`config.mk`:
```
export PLATFORM = sky130hd
export DESIGN_NAME = multichannel_moving_average_top
export DESIGN_NICKNAME = d
export VERILOG_FILES = /design/src/rtl/mma_pkg.sv /design/src/rtl/multichannel_moving_average_top.sv /design/src/rtl/mma_ram.sv /design/src/rtl/mma_alu.sv
export VERILOG_INCLUDE_DIRS = /design/src /design/src/rtl
export SDC_FILE = /design/constraint.sdc
export NUM_CORES = 1
export LEC_CHECK = 0
export BUFFER_PORTS_ARGS = -buffer_cell sky130_fd_sc_hd__buf_4
export CAP_MARGIN = 5
export CORE_MARGIN = 2
export CORE_UTILIZATION = 35
export CTS_CLUSTER_SIZE = 40
export DETAILED_ROUTE_END_ITERATION = 7
export SLEW_MARGIN = 25
export SYNTH_ARGS = -nofsm -noshare
export SYNTH_HDL_FRONTEND = slang
export SYNTH_SLANG_ARGS = --single-unit
```
`constraint.sdc`:
```
create_clock -name clk -period 7.6 [get_ports clk]
set_clock_uncertainty 0.1 [all_clocks]
set_input_delay 0.76 -clock clk [delete_from_list [all_inputs] [get_ports clk]]
set_output_delay 0.76 -clock clk [all_outputs]
set_load 0.05 [all_outputs]
```
`src/rtl/multichannel_moving_average_top_defines.svh`:
```
// Assertion macros used by the top-level RTL.
// Each macro expects clk and arst_n in scope.
`ifndef MULTICHANNEL_MOVING_AVERAGE_TOP_DEFINES_SVH
`define MULTICHANNEL_MOVING_AVERAGE_TOP_DEFINES_SVH

`ifndef ASSERT_OFF
// same-cycle implication
`define MMA_ASSERT_IMPL(lbl, ante, cons, msg) \
	lbl: assert property (@(posedge clk) disable iff (!arst_n) (ante) |-> (cons)) \
		else $error(msg);
// next-cycle implication
`define MMA_ASSERT_NEXT(lbl, ante, cons, msg) \
	lbl: assert property (@(posedge clk) disable iff (!arst_n) (ante) |=> (cons)) \
		else $error(msg);
`else
`define MMA_ASSERT_IMPL(lbl, ante, cons, msg)
`define MMA_ASSERT_NEXT(lbl, ante, cons, msg)
`endif

`endif

```
`src/rtl/mma_pkg.sv`:
```
`default_nettype none
package mma_pkg;

	localparam int WINDOW_DEF   = 16;
	localparam int CHANNELS_DEF = 4;
	localparam int CH_W         = 2;
	localparam int SAMPLE_W     = 16;
	// quotient bits produced by the divider, one per step
	localparam int QUO_W        = 16;

	typedef enum logic [2:0] {
		S_IDLE,
		S_WRITE,
		S_SUM,
		S_ROUND,
		S_ABS,
		S_DIV,
		S_NEG,
		S_FIN
	} state_t;

	typedef enum logic {
		ALU_ADD,
		ALU_SUB
	} alu_op_t;

	typedef struct packed {
		alu_op_t op;
	} alu_ctl_t;

endpackage
`default_nettype wire

```
`src/rtl/multichannel_moving_average_top.sv`:
```
// An item is taken only in the idle state, so a new one waits until the last has finished;
// the time per item is set by the one-read-per-cycle sweep of the channel's filled sample
// RAM entries plus the 16-step shared add/sub divider.
// Out-of-range channel: goes straight to the finish state, average is zero.
// Reset (arst_n low, async): write pointers, fill counts, sequencer and output valid clear.
// Sample RAM is not cleared; only entries already written are ever read.
`default_nettype none
`include "multichannel_moving_average_top_defines.svh"
module multichannel_moving_average_top #(
	parameter int WINDOW   = mma_pkg::WINDOW_DEF,
	parameter int CHANNELS = mma_pkg::CHANNELS_DEF
) (
	input  logic                               clk,
	input  logic                               arst_n,
	input  logic                               in_valid,
	output logic                               in_ready,
	input  logic [mma_pkg::CH_W-1:0]           channel,
	input  logic signed [mma_pkg::SAMPLE_W-1:0] sample,
	output logic                               out_valid,
	input  logic                               out_ready,
	output logic signed [mma_pkg::SAMPLE_W-1:0] average
);

	import mma_pkg::*;

	// index widths
	localparam int IW   = $clog2(WINDOW);
	localparam int CW   = (CHANNELS > 1) ? $clog2(CHANNELS) : 1;
	localparam int CNTW = $clog2(WINDOW + 1);
	localparam int AW   = CW + IW;
	// sum width: sample plus growth over the window, plus a bit of rounding headroom
	localparam int SW   = IW + SAMPLE_W + 1;
	// divider step counter width
	localparam int DCW  = $clog2(QUO_W);

	state_t state_q, state_d;

	// per-channel ring bookkeeping
	logic [IW-1:0]   wp_q  [CHANNELS];
	logic [CNTW-1:0] cnt_q [CHANNELS];

	// current item
	logic [CW-1:0]       ch_q;
	logic [SAMPLE_W-1:0] sample_q;
	logic [CNTW-1:0]     cur_cnt_q;
	logic [CNTW-1:0]     issue_q;
	logic                vld_s1, last_s1;
	logic [SW-1:0]       acc_q;
	logic [SW-1:0]       rem_q;
	logic [QUO_W-1:0]    quo_q;
	logic                neg_q;
	logic [DCW-1:0]      div_cnt_q;

	// output register
	logic                out_valid_q;
	logic [SAMPLE_W-1:0] average_q;

	// control
	logic          in_xfer, ch_ok, rd_en, wr_en, can_load;
	logic [AW-1:0] raddr, waddr;
	logic [SAMPLE_W-1:0] rdata;
	logic [CW-1:0] ch_idx;

	alu_ctl_t      alu_ctl;
	logic [SW-1:0] alu_a, alu_b, alu_y;
	logic [SW-1:0] shifted, mag;

	assign ch_idx   = CW'(channel);
	assign ch_ok    = (32'(channel) < 32'(CHANNELS));
	assign in_xfer  = in_valid && in_ready;
	assign can_load = !out_valid_q || out_ready;

	assign shifted = {rem_q[SW-2:0], quo_q[QUO_W-1]};
	assign mag     = acc_q[SW-1] ? alu_y : acc_q;

	assign waddr = {ch_q, wp_q[ch_q]};
	assign raddr = {ch_q, issue_q[IW-1:0]};

	// next state
	always_comb begin
		state_d = state_q;
		case (state_q)
			S_IDLE:  if (in_valid) state_d = ch_ok ? S_WRITE : S_FIN;
			S_WRITE: state_d = S_SUM;
			S_SUM:   if (last_s1) state_d = S_ROUND;
			S_ROUND: state_d = S_ABS;
			S_ABS:   state_d = S_DIV;
			S_DIV:   if (div_cnt_q == DCW'(QUO_W - 1)) state_d = S_NEG;
			S_NEG:   state_d = S_FIN;
			S_FIN:   if (can_load) state_d = S_IDLE;
			default: state_d = S_IDLE;
		endcase
	end

	// control outputs and shared-unit operand select
	always_comb begin
		in_ready   = 1'b0;
		wr_en      = 1'b0;
		rd_en      = 1'b0;
		alu_ctl.op = ALU_ADD;
		alu_a      = acc_q;
		alu_b      = '0;
		case (state_q)
			S_IDLE: begin
				in_ready = 1'b1;
			end
			S_WRITE: begin
				wr_en = 1'b1;
			end
			S_SUM: begin
				rd_en = (issue_q < cur_cnt_q);
				alu_b = {{(SW-SAMPLE_W){rdata[SAMPLE_W-1]}}, rdata};
			end
			S_ROUND: begin
				alu_b = SW'(cur_cnt_q >> 1);
			end
			S_ABS: begin
				alu_ctl.op = ALU_SUB;
				alu_a      = '0;
				alu_b      = acc_q;
			end
			S_DIV: begin
				alu_ctl.op = ALU_SUB;
				alu_a      = shifted;
				alu_b      = SW'(cur_cnt_q);
			end
			S_NEG: begin
				alu_ctl.op = ALU_SUB;
				alu_a      = '0;
				alu_b      = SW'(quo_q);
			end
			default: begin
			end
		endcase
	end

	mma_alu #(.W(SW)) u_alu (
		.ctl (alu_ctl),
		.a   (alu_a),
		.b   (alu_b),
		.y   (alu_y)
	);

	mma_ram #(.WIDTH(SAMPLE_W), .DEPTH(2 ** AW)) u_ram (
		.clk   (clk),
		.we    (wr_en),
		.waddr (waddr),
		.wdata (sample_q),
		.re    (rd_en),
		.raddr (raddr),
		.rdata (rdata)
	);

	// control state
	always_ff @(posedge clk or negedge arst_n) begin
		if (!arst_n) begin
			state_q     <= S_IDLE;
			vld_s1      <= 1'b0;
			last_s1     <= 1'b0;
			out_valid_q <= 1'b0;
			for (int i = 0; i < CHANNELS; i++) begin
				wp_q[i]  <= '0;
				cnt_q[i] <= '0;
			end
		end else begin
			state_q <= state_d;
			vld_s1  <= rd_en;
			last_s1 <= rd_en && (issue_q == cur_cnt_q - CNTW'(1));
			if (state_q == S_WRITE) begin
				wp_q[ch_q] <= (wp_q[ch_q] == IW'(WINDOW - 1)) ? '0 : wp_q[ch_q] + IW'(1);
				if (cnt_q[ch_q] < CNTW'(WINDOW)) begin
					cnt_q[ch_q] <= cnt_q[ch_q] + CNTW'(1);
				end
			end
			if (state_q == S_FIN && can_load) begin
				out_valid_q <= 1'b1;
			end else if (out_ready) begin
				out_valid_q <= 1'b0;
			end
		end
	end

	// datapath
	always_ff @(posedge clk) begin
		case (state_q)
			S_IDLE: begin
				if (in_xfer) begin
					ch_q     <= ch_idx;
					sample_q <= sample;
					quo_q    <= '0;
				end
			end
			S_WRITE: begin
				cur_cnt_q <= (cnt_q[ch_q] < CNTW'(WINDOW)) ? cnt_q[ch_q] + CNTW'(1)
					: cnt_q[ch_q];
				issue_q   <= '0;
				acc_q     <= '0;
			end
			S_SUM: begin
				if (rd_en) issue_q <= issue_q + CNTW'(1);
				if (vld_s1) acc_q <= alu_y;
			end
			S_ROUND: begin
				acc_q <= alu_y;
			end
			S_ABS: begin
				// C division truncates toward zero: divide the magnitude, fix sign after
				neg_q     <= acc_q[SW-1];
				rem_q     <= mag >> QUO_W;
				quo_q     <= mag[QUO_W-1:0];
				div_cnt_q <= '0;
			end
			S_DIV: begin
				// restoring step: keep the difference when it stays non-negative
				if (!alu_y[SW-1]) begin
					rem_q <= alu_y;
				end else begin
					rem_q <= shifted;
				end
				quo_q     <= {quo_q[QUO_W-2:0], !alu_y[SW-1]};
				div_cnt_q <= div_cnt_q + DCW'(1);
			end
			S_NEG: begin
				if (neg_q) quo_q <= alu_y[QUO_W-1:0];
			end
			S_FIN: begin
				if (can_load) average_q <= quo_q[SAMPLE_W-1:0];
			end
			default: begin
			end
		endcase
	end

	assign out_valid = out_valid_q;
	assign average   = average_q;

	`MMA_ASSERT_NEXT(a_xfer_leaves_idle, in_xfer, state_q != S_IDLE, "accepted item left block idle")
	`MMA_ASSERT_IMPL(a_cnt_range, state_q == S_SUM, (cur_cnt_q != '0) && (cur_cnt_q <= CNTW'(WINDOW)), "fill count out of range")
	`MMA_ASSERT_IMPL(a_rem_below_div, state_q == S_DIV, rem_q < SW'(cur_cnt_q), "partial remainder not below divisor")
	`MMA_ASSERT_IMPL(a_out_from_fin, $rose(out_valid_q), $past(state_q) == S_FIN, "output valid rose outside finish")

endmodule
`default_nettype wire

```
`src/rtl/mma_ram.sv`:
```
`default_nettype none
module mma_ram #(
	parameter int WIDTH = 16,
	parameter int DEPTH = 64
) (
	input  logic                     clk,
	input  logic                     we,
	input  logic [$clog2(DEPTH)-1:0] waddr,
	input  logic [WIDTH-1:0]         wdata,
	input  logic                     re,
	input  logic [$clog2(DEPTH)-1:0] raddr,
	output logic [WIDTH-1:0]         rdata
);

	logic [WIDTH-1:0] mem [DEPTH];
	logic [WIDTH-1:0] rdata_q;

	always_ff @(posedge clk) begin
		if (we) begin
			mem[waddr] <= wdata;
		end
		if (re) begin
			rdata_q <= mem[raddr];
		end
	end

	assign rdata = rdata_q;

endmodule
`default_nettype wire

```
`src/rtl/mma_alu.sv`:
```
`default_nettype none
module mma_alu #(
	parameter int W = 21
) (
	input  mma_pkg::alu_ctl_t ctl,
	input  logic [W-1:0]      a,
	input  logic [W-1:0]      b,
	output logic [W-1:0]      y
);

	import mma_pkg::*;

	always_comb begin
		case (ctl.op)
			ALU_ADD: y = a + b;
			ALU_SUB: y = a - b;
			default: y = a + b;
		endcase
	end

endmodule
`default_nettype wire
```
# ---- After elaboration in Yosys (flattened, before gate mapping)
# Memory sizes are Yosys's and may differ from the RTL's. A register that Yosys moved wholly into a read port is not among the register bits.
# Index checks and enable logic that the tools add are counted.
dict set report op_classes {
  n_addsub 7
  mul 0
  div_mod_pow 0
  magnitude_cmp 4
  n_eq_ne 18
  n_shift 0
  mux 41
  n_bitwise 2
  reduce_logical 22
}
# operator n
set op_table {}
lappend op_table {{$pmux W21 S5} 1}
lappend op_table {{$pmux W21 S2} 2}
lappend op_table {{$pmux W16 S4} 1}
lappend op_table {{$pmux W21 S3} 1}
lappend op_table {{$mux W21} 2}
lappend op_table {{$pmux W20 S2} 1}
lappend op_table {{$mux W16} 2}
lappend op_table {{$mux W5} 5}
lappend op_table {{$pmux W3 S8} 1}
lappend op_table {{$add A21 B21 Y21} 1}
lappend op_table {{$sub A21 B21 Y21} 1}
lappend op_table {{$bwmux W20} 1}
lappend op_table {{$mux W20} 1}
lappend op_table {{$bwmux W16} 1}
lappend op_table {{$mux W4} 4}
lappend op_table {{$ne A2 B2 Y1 const B} 8}
lappend op_table {{$eq A3 B3 Y1 const B} 4}
lappend op_table {{$mux W3} 4}
lappend op_table {{$add A5 B1 Y5 const B} 2}
lappend op_table {{$bmux W5 S2} 1}
lappend op_table {{$demux W5 S2} 1}
lappend op_table {{$pmux W5 S2} 1}
lappend op_table {{$reduce_and A2 Y1} 5}
lappend op_table {{$add A4 B1 Y4 const B} 2}
lappend op_table {{26 further kinds} 41}
dict set report word_totals {
  ff_bits 148
  latchBits 0
  ram_bits 1024
  romBits 0
  mem_count 1
}
# name depth word_bits read_ports rd_ports_with_merged_regs wr line
set mem_list {}
lappend mem_list {u_ram.mem 64 16 1 1 1 mma_ram.sv:15} ;# logic [WIDTH-1:0] mem [DEPTH];

# ---- Depth between registers and ports, before layout
# Gate-level depths: netlist (run 1).
dict set report depth {
  depth_word 7
  ltp_mapped 26
  ltp_nobuf 19
}

# ---- By module
# From an unflattened synthesis (run 1), not the netlist that was laid out.
dict set report unflattened {
  cells_unflattened 2611
  hier_area_um2 48900.6
}
# module n_inst cells_per_inst area_each_um2 seq_area_each_um2
set by_module_without_submodules {}
lappend by_module_without_submodules {mma_ram 1 1829 40202.3 31230.0}
lappend by_module_without_submodules {multichannel_moving_average_top 1 561 7116.8 4234.1}
lappend by_module_without_submodules {mma_alu 1 221 1581.5 0.0}

# ---- Least setup slack after synthesis (run 1)
# No wires, ideal clock.
dict set report synth_timing {
  kind {flip-flop to flip-flop}
  from {register state_q[2]}
  to {register rem_q[4], data pin}
  arrival_ps 5137
  t_required_ps 7228
  slack_ps 2091
  path_stages_with_launch 23
  period_less_slack_ps 5509
  path_cell_list {dfrtp_1 > buf_6 > buf_6 > buf_2 > nor2b_1 > a222oi_1 > ha_1 > inv_1 > a211oi_1 > and3b_2 > a21oi_1 > xnor2_1 > ha_1 > and3_1 > o211ai_1 > a21oi_1 > o21ai_0 > a31oi_1 > a31o_2 > xor2_1 > buf_6 > mux2i_1 > o22ai_1}
}
dict set report synth_via {
  elab_chain_cells 7
  elab_cells_between_ends 17
  classes_between {2 x add/sub; 5 x eq/ne; 7 x mux; 1 x bitwise; 2 x reduce/logical}
}
# item line
set synth_lines {}
lappend synth_lines {{start, declared} multichannel_moving_average_top.sv:36} ;# state_t state_q, state_d;
lappend synth_lines {{start signal, assigned} multichannel_moving_average_top.sv:166} ;# state_q <= state_d;
lappend synth_lines {{$eq A3 B3 Y1 (on tied branches)} {multichannel_moving_average_top.sv:103, multichannel_moving_average_top.sv:185}}
lappend synth_lines {{$reduce_or A2 Y1 (no line) / $reduce_or A3 Y1 (equally long branches)} n/a}
lappend synth_lines {{$pmux W21 S2 / $mux W1 (equally long branches)} multichannel_moving_average_top.sv:103} ;# case (state_q)
lappend synth_lines {{$sub A21 B21 Y21, or another cell as far along} mma_alu.sv:16} ;# ALU_SUB: y = a - b;
lappend synth_lines {{$pmux W21 S2} mma_alu.sv:14} ;# case (ctl.op)
lappend synth_lines {{$mux W20 / $mux W21 (equally long branches)} {multichannel_moving_average_top.sv:215, multichannel_moving_average_top.sv:74}}
lappend synth_lines {{$pmux W20 S2 (*)} multichannel_moving_average_top.sv:185} ;# case (state_q)
lappend synth_lines {{end signal, assigned} multichannel_moving_average_top.sv:209} ;# rem_q <= mag >> QUO_W;
lappend synth_lines {{end signal, assigned} multichannel_moving_average_top.sv:216} ;# rem_q <= alu_y;
lappend synth_lines {{end signal, assigned} multichannel_moving_average_top.sv:218} ;# rem_q <= shifted;
lappend synth_lines {{end, declared} multichannel_moving_average_top.sv:49} ;# logic [SW-1:0] rem_q;
# Every way passes the cells marked *; elsewhere a longest branch is shown, timed or not.
# A chain may end at the register's enable or synchronous reset.

# ---- Worst setup path in the final report (run 1)
dict set report layout_timing {
  from {register state_q[1]}
  to {register rem_q[4], data pin}
}
# Same word-level chain as after synthesis.

==> results of run 1 <==
==> per-layer routing <==
| metal | vias up | share of wire [%] | global-route usage (%) |
|---|---|---|---|
| li1 | 10000 | - | - |
| met1 | 12700 | 42 | 22.4 |
| met3 | 191 | 5.9 | 2.36 |
| met4 | 2 | 2.7 | 4.74 |
| met2 | 814 | 50 | 27.2 |
| met5 | - | 0.017 | 0 |
==> power groups by stage <==
stage / combinational (mW) / clock, mW / sequential [mW]
finish: 7.49 / 5.57 / 8.21
global route: 8.07 / 5.93 / 8.25
CTS: 7.48 / 5.69 / 8.20
detailed placement: 7.45 / 0 / 8.34
global placement: 7.33 / 0 / 8.32
floorplan: 5.23 / 0 / 8.28
==> synth_stat cells (3+ instances only) <==
cell type	number	share of area [%]
xor2_1	17	0.31
and3_1	5	0.065
a21o_1	13	0.20
or3_1	6	0.078
o211ai_1	5	0.078
or2_2	3	0.039
xnor2_1	28	0.51
inv_1	29	0.23
nand4_1	3	0.039
buf_2	7	0.073
clkbuf_1	71	0.56
buf_6	5	0.12
nor2_1	138	1.1
dfrtp_1	42	2.2
buf_1	37	0.29
nand2_1	93	0.73
o21ai_1	10	0.10
o21bai_1	3	0.047
nand3_1	20	0.21
buf_4	4	0.063
o31ai_1	4	0.063
mux2_2	22	0.52
o21ai_0	52	0.54
o21a_1	7	0.11
nor2b_1	9	0.12
a211oi_2	3	0.078
a22o_1	7	0.13
mux2i_1	31	0.65
edfxtp_1	1146	72
nor3_1	11	0.11
nand2b_1	11	0.14
mux4_2	344	16
a31oi_1	5	0.065
a22oi_1	4	0.063
a211oi_1	15	0.23
ha_1	32	0.83
a21oi_1	69	0.72
nor3b_1	3	0.047
and2_1	13	0.17
==> logic make-up (layout without fill, tap and decap cells) <==
| family | after synthesis | in the layout | share of synthesized area [%] |
|---|---|---|---|
| buffers and inverters | 155 | 399 | 1.34 |
| and+or+nand+nor | 324 | 324 | 3.02 |
| xor gates and xnor gates | 45 | 45 | 0.821 |
| other | 0 | 3 | 0 |
| AOI/OAI and AO/OA | 212 | 212 | 2.74 |
| adders and majority gates | 33 | 33 | 0.876 |
| DFF | 1188 | 1188 | 73.9 |
| muxes | 397 | 397 | 17.3 |
==> state kept, by name, indices dropped and copies added (netlist names), 16 cells and up <==
signal,cells
u_ram.mem,1024
acc_q,21
cnt_q,20
rem_q,20
average,16
quo_q,16
sample_q,16
u_ram.rdata,16
wp_q,16
==> worst register-to-register path, delay by kind of cell, from the launching register on <==
kind	cells	cell delay, ns
AOI/OAI and AO/OA	10	1.64
and+or+nand+nor	3	1.33
DFF	1	0.99
adders and majority gates	2	0.65
xor gates and xnor gates	2	0.53
buffers and inverters	2	0.37
muxes	1	0.27
==> layout make-up <==
cell class	instances	area, um^2	area share (%)
sequential	1188	35500	64.9
clock inverter	84	742	1.36
timing repair buffer	151	1180	2.16
multi-input combinational	1011	11900	21.8
tap	1781	2230	4.08
clock buffer	133	2950	5.39
antenna	3	7.51	0.0137
inverter	31	116	0.213
==> worst min path at each step <==
stage | endpoint | slack (ns) | cells after the start
6_report | sample_q[6] | 0.13 | 1
5_1_grt | sample_q[6] | 0.1 | 1
4_1_cts | sample_q[14] | 0.09 | 1
3_5_place_dp | cnt_q[14] | 0.35 | 1
3_3_place_gp | cnt_q[14] | 0.34 | 1
2_1_floorplan | cnt_q[9] | 0.32 | 1
==> through the flow <==
step | instance area (um^2) | instances
2_1_floorplan | 48000 | 2354
3_3_place_gp | 50800 | 4159
3_5_place_dp | 50900 | 4159
4_1_cts | 54600 | 4377
5_1_grt | 54600 | 4379
6_report | 54600 | 4382
==> impl_metrics.json, run 1 <==
{
  "status": "complete, no violations",
  "min_from": "sample[6]",
  "switching_share_pct": 34.6,
  "ios": 40,
  "layout_setup_ws_ns": 1.44,
  "syn_inst": 2354,
  "grt_util_all_layers_pct": 16.3,
  "drv_cap": 0,
  "final.period_utilization_pct": 81.1,
  "hpwl_mm": 67.5,
  "end_kind": "flop",
  "reg2reg_depth": 20,
  "crit_end": "rem_q[4]",
  "insertion_delay_ns": 0.72,
  "cp_num_cells": 20,
  "ys_seq_area_share_pct": 73.9,
  "fp.dieW_um": 374,
  "r2r_start": "state_q[1]",
  "power_frac_clock_pct": 26.2,
  "cts_tree": "built",
  "fillers": 12000,
  "r2r_end": "rem_q[4]",
  "grt_max_degree": 119,
  "power_frac_comb_pct": 35.2,
  "dieArea_mm2": 0.140,
  "die_h_um": 374,
  "powerDensity_mw_per_mm2": 389,
  "slowest_stage": "dfrtp_2",
  "wl_mm": 116,
  "cts_root_buf": "clkbuf_16",
  "syn_nets": 2409,
  "max_freq_ghz": 0.162,
  "vias": 23700,
  "first_pass_iters": 5,
  "slew_headroom_pct": 29.1,
  "critPathBufInv": 2,
  "syn_to_final_growth_pct": 13.8,
  "final_util_pct": 40.2,
  "post_cts_resized": 0,
  "antenna_found_initial": 9,
  "syn_area_per_cell_um2": 20.4,
  "r2r_slack_ns": 1.44,
  "synth_area_mm2": 0.0480,
  "ys_warn_count": 0,
  "p_int_mw": 13.9,
  "ys.flop_type": "edfxtp_1",
  "holdBufCountCts": 1,
  "postCtsSetupBuffers": 0,
  "via_per_inst": 5.41,
  "wire_per_inst_um": 26.4,
  "fin_setup_tns_ns": 0,
  "async_flop_share_pct": 3.54,
  "critPathRequiredTime_ns": 7.92,
  "p_leak_nw": 17.5,
  "drtIter0Drc": 2596,
  "place_ws_ns": 1.53,
  "layout_common_cells": "1146 x edfxtp_1, 344 x mux4_2, 147 x buf_4",
  "setup_viol": 0,
  "h-tree-depth": 3,
  "grt_pass1_vias": 24200,
  "rsz0062_at_grt": "false",
  "ir_worst_vdd_mv": 0.283,
  "io_buffer_count": 39,
  "drv_slew": 0,
  "synth.distinct_cells": 59,
  "min_path_type": "in2reg",
  "synth_edf_count": 1146,
  "numCtsBuffers": 115,
  "core_mm2": 0.136,
  "drive_gt1_share_pct": 27.4,
  "critical_path.max_stage_delay_ns": 0.99,
  "finalPower_mw": 21.3,
  "period_minus_slack_ns": 6.16,
  "path_class": "reg2reg",
  "arrival_ns": 6.48,
  "row_count": 135,
  "clk_pin_slew_ns": 0.06,
  "drc": 0,
  "cts_buffer_depth": 3,
  "ys_ff_latch": 1188,
  "final_common_cell": "edfxtp_1",
  "seqPwrFrac_pct": 38.6,
  "crit_fanout": 52,
  "critPathTopFamily": "compound AO/OA/AOI/OAI gates",
  "grt_first_pass_wirelength_mm": 168,
  "holdWs_ns": 0.132,
  "hold_viol": 0,
  "cp-start-kind": "flop",
  "ant_nets": 0,
  "cp-startpoint": "state_q[1]",
  "tightest_slew_ns": 1.06,
  "final_nets": 2553,
  "cts.sinks": 1188,
  "start_util_pct": 35.3,
  "path_cells": "nor2b_1 -> a22o_1 -> o21ai_1 -> ha_1 -> inv_1 -> a211oi_1 -> and3b_2 -> a21oi_1 -> xnor2_1 -> ha_1 -> and3_1 -> o211ai_1 -> a21oi_1 -> o21ai_0 -> a31oi_1 -> a31o_2 -> xor2_2 -> buf_4 -> mux2i_1 -> o22ai_1",
  "switchingPower_mw": 7.36,
  "grt_overflow": 0,
  "gp_congestion": 0.862
}
Power figures use the tool's default switching activity.
==> inputs of run 2 (changes only) <==
Clock period 7.6 ns to 6.3 ns, I/O delays scaled along.
==> run 2 against run 1 <==
Largest power group unchanged. Total power increased by 21%. Combinational power increased by 19%. Critical endpoint unchanged. Hold slack improved by 0.11 ns.
==> impl_metrics.json, run 2 (same netlist as run 1, synthesis figures left out) <==
{
  "crit_end": "rem_q[4]",
  "ios": 40,
  "rsz0062_at_grt": "false",
  "fp.dieW_um": 374,
  "p_leak_nw": 17.7,
  "powerDensity_mw_per_mm2": 468,
  "slowest_stage": "dfrtp_1",
  "ir_worst_vdd_mv": 0.442,
  "fin_cells": 4401,
  "final_common_cell": "edfxtp_1",
  "end_kind": "flop",
  "setup_viol": 0,
  "cts_buffer_depth": 3,
  "wl_mm": 116,
  "path_class": "reg2reg",
  "syn_to_final_growth_pct": 14.5,
  "dieArea_mm2": 0.140,
  "cts_root_buf": "clkbuf_16",
  "max_freq_ghz": 0.187,
  "ant_nets": 0,
  "start_util_pct": 35.3,
  "die_h_um": 374,
  "critPathRequiredTime_ns": 6.61,
  "largest_register_ffs": 1024,
  "drc": 0,
  "grt_max_degree": 107,
  "via_per_inst": 5.39,
  "r2r_slack_ns": 0.95,
  "final.period_utilization_pct": 84.9,
  "clk_pin_slew_ns": 0.06,
  "largest_register": "u_ram.mem",
  "r2r_start": "state_q[0]",
  "gp_congestion": 0.866,
  "slew_headroom_pct": 36.4,
  "layout_common_cells": "1146 x edfxtp_1, 344 x mux4_2, 146 x buf_4",
  "drv_slew": 0,
  "hpwl_mm": 66.0,
  "grt_pass1_vias": 24400,
  "tightest_slew_ns": 0.947,
  "r2r_end": "rem_q[4]",
  "row_count": 135,
  "period_minus_slack_ns": 5.35,
  "reg2reg_depth": 19,
  "hold_viol": 0,
  "core_mm2": 0.136,
  "dp_cells": 4164,
  "insertion_delay_ns": 0.73,
  "critical_path.max_stage_delay_ns": 0.74,
  "final_nets": 2576,
  "grt_overflow": 0,
  "h-tree-depth": 3,
  "io_buffer_count": 39,
  "num_antenna_cells": 0,
  "cp-startpoint": "state_q[0]",
  "drive_gt1_share_pct": 26.9,
  "grt_util_all_layers_pct": 16.3,
  "path_cells": "mux2_2 -> a222oi_1 -> ha_1 -> inv_1 -> a211oi_1 -> nand2_1 -> o21ai_0 -> xor2_1 -> ha_1 -> o21a_1 -> o211ai_1 -> a21oi_1 -> o21ai_0 -> a31oi_1 -> a31o_2 -> xor2_2 -> buf_4 -> mux2i_1 -> o22ai_1",
  "status": "complete, no violations",
  "drv_cap": 0,
  "grt_first_pass_wirelength_mm": 168,
  "first_pass_iters": 6,
  "crit_fanout": 20,
  "numCtsBuffers": 115,
  "arrival_ns": 5.66,
  "cts.sinks": 1188,
  "antenna_found_initial": 11,
  "wire_per_inst_um": 26.3,
  "cp-start-kind": "flop",
  "cts_tree": "built",
  "drtIter0Drc": 2529,
  "vias": 23700,
  "min_path_type": "in2reg",
  "top_regs": "u_ram.mem (1024), acc_q (21)",
  "fin_setup_tns_ns": 0
}
[run 2: changes by cell type in the layout (fill, tap and decap cells not counted), moves of 2 or more]
cell and change:
dlygate4sd3_1 +19, clkinv_2 -14, clkbuf_1 +7, buf_12 +5, clkinv_1 +3, diode_2 -3
bufinv_16 +2, clkbuf_16 +2, clkinv_8 -2
[run 2: worst min path at each step]
stage | depth (start not counted) | slack (ns) | to | from
floorplan | 0 | 0.23 | cnt_q[0] | arst_n
global placement | 1 | 0.33 | cnt_q[4] | cnt_q[4]
detailed placement | 0 | 0.36 | average[3] | quo_q[3]
CTS | 4 | 0.19 | state_q[0] | in_valid
global route | 4 | 0.25 | state_q[0] | in_valid
finish | 4 | 0.24 | state_q[0] | in_valid
[run 2: layer usage]
layer	track usage, %	part of all wire, %
met3	2.80	5.9
met4	4.33	2.4
met1	22.0	42
met2	27.4	50
met5	0	0.011
[run 2: worst max-delay path: cells and delay by family, from the launching register on]
kind | cells | cell delay, ns
adder cells (fa/ha/maj) | 2 | 0.60
flip-flops | 1 | 0.74
multiplexers | 2 | 0.64
buffers and inverters | 2 | 0.33
XOR/XNOR | 2 | 0.35
AND/OR/NAND/NOR | 1 | 0.11
AO/OA/AOI/OAI | 10 | 2.20
[run 2: layout make-up]
type,instances,area (um^2)
clock buffers,142,3020
fillers,11900,80900
repair buffers,174,1450
well taps,1781,2230
flip-flops and latches,1188,35500
inverters,31,116
clock inverters,74,752
multi-input cells,1011,11900
[run 2: metrics by stage]
| stage | hold slack (ns) | area (um^2) | total power, mW | setup WS (ns) | utilization (%) |
|---|---|---|---|---|---|
| final | 0.241 | 55000 | 25.7 | 0.949 | 40.5 |
| after global routing | 0.253 | 55000 | 26.9 | 0.502 | 40.5 |
| after CTS | 0.194 | 54900 | 25.8 | 1.02 | 40.5 |
| after detailed placement | 0.356 | 51000 | 18.9 | 1.04 | 37.5 |
| after global placement | 0.334 | 51000 | 18.7 | 1.06 | 37.5 |
| after floorplan | 0.234 | 48000 | 16.3 | 0.791 | - |
[run 2: what timing repair did]
action | CTS | global route
setup buffers | 0 | 0
hold buffers | 20 | 0
gates resized for setup | 0 | 0
endpoints found under the hold margin | 61 | 0
[run 2: report_power, final]
group          switching [mW]  internal, mW
Clock                    2.96          3.91
Combinational            5.35          3.58
Sequential              0.428          9.46
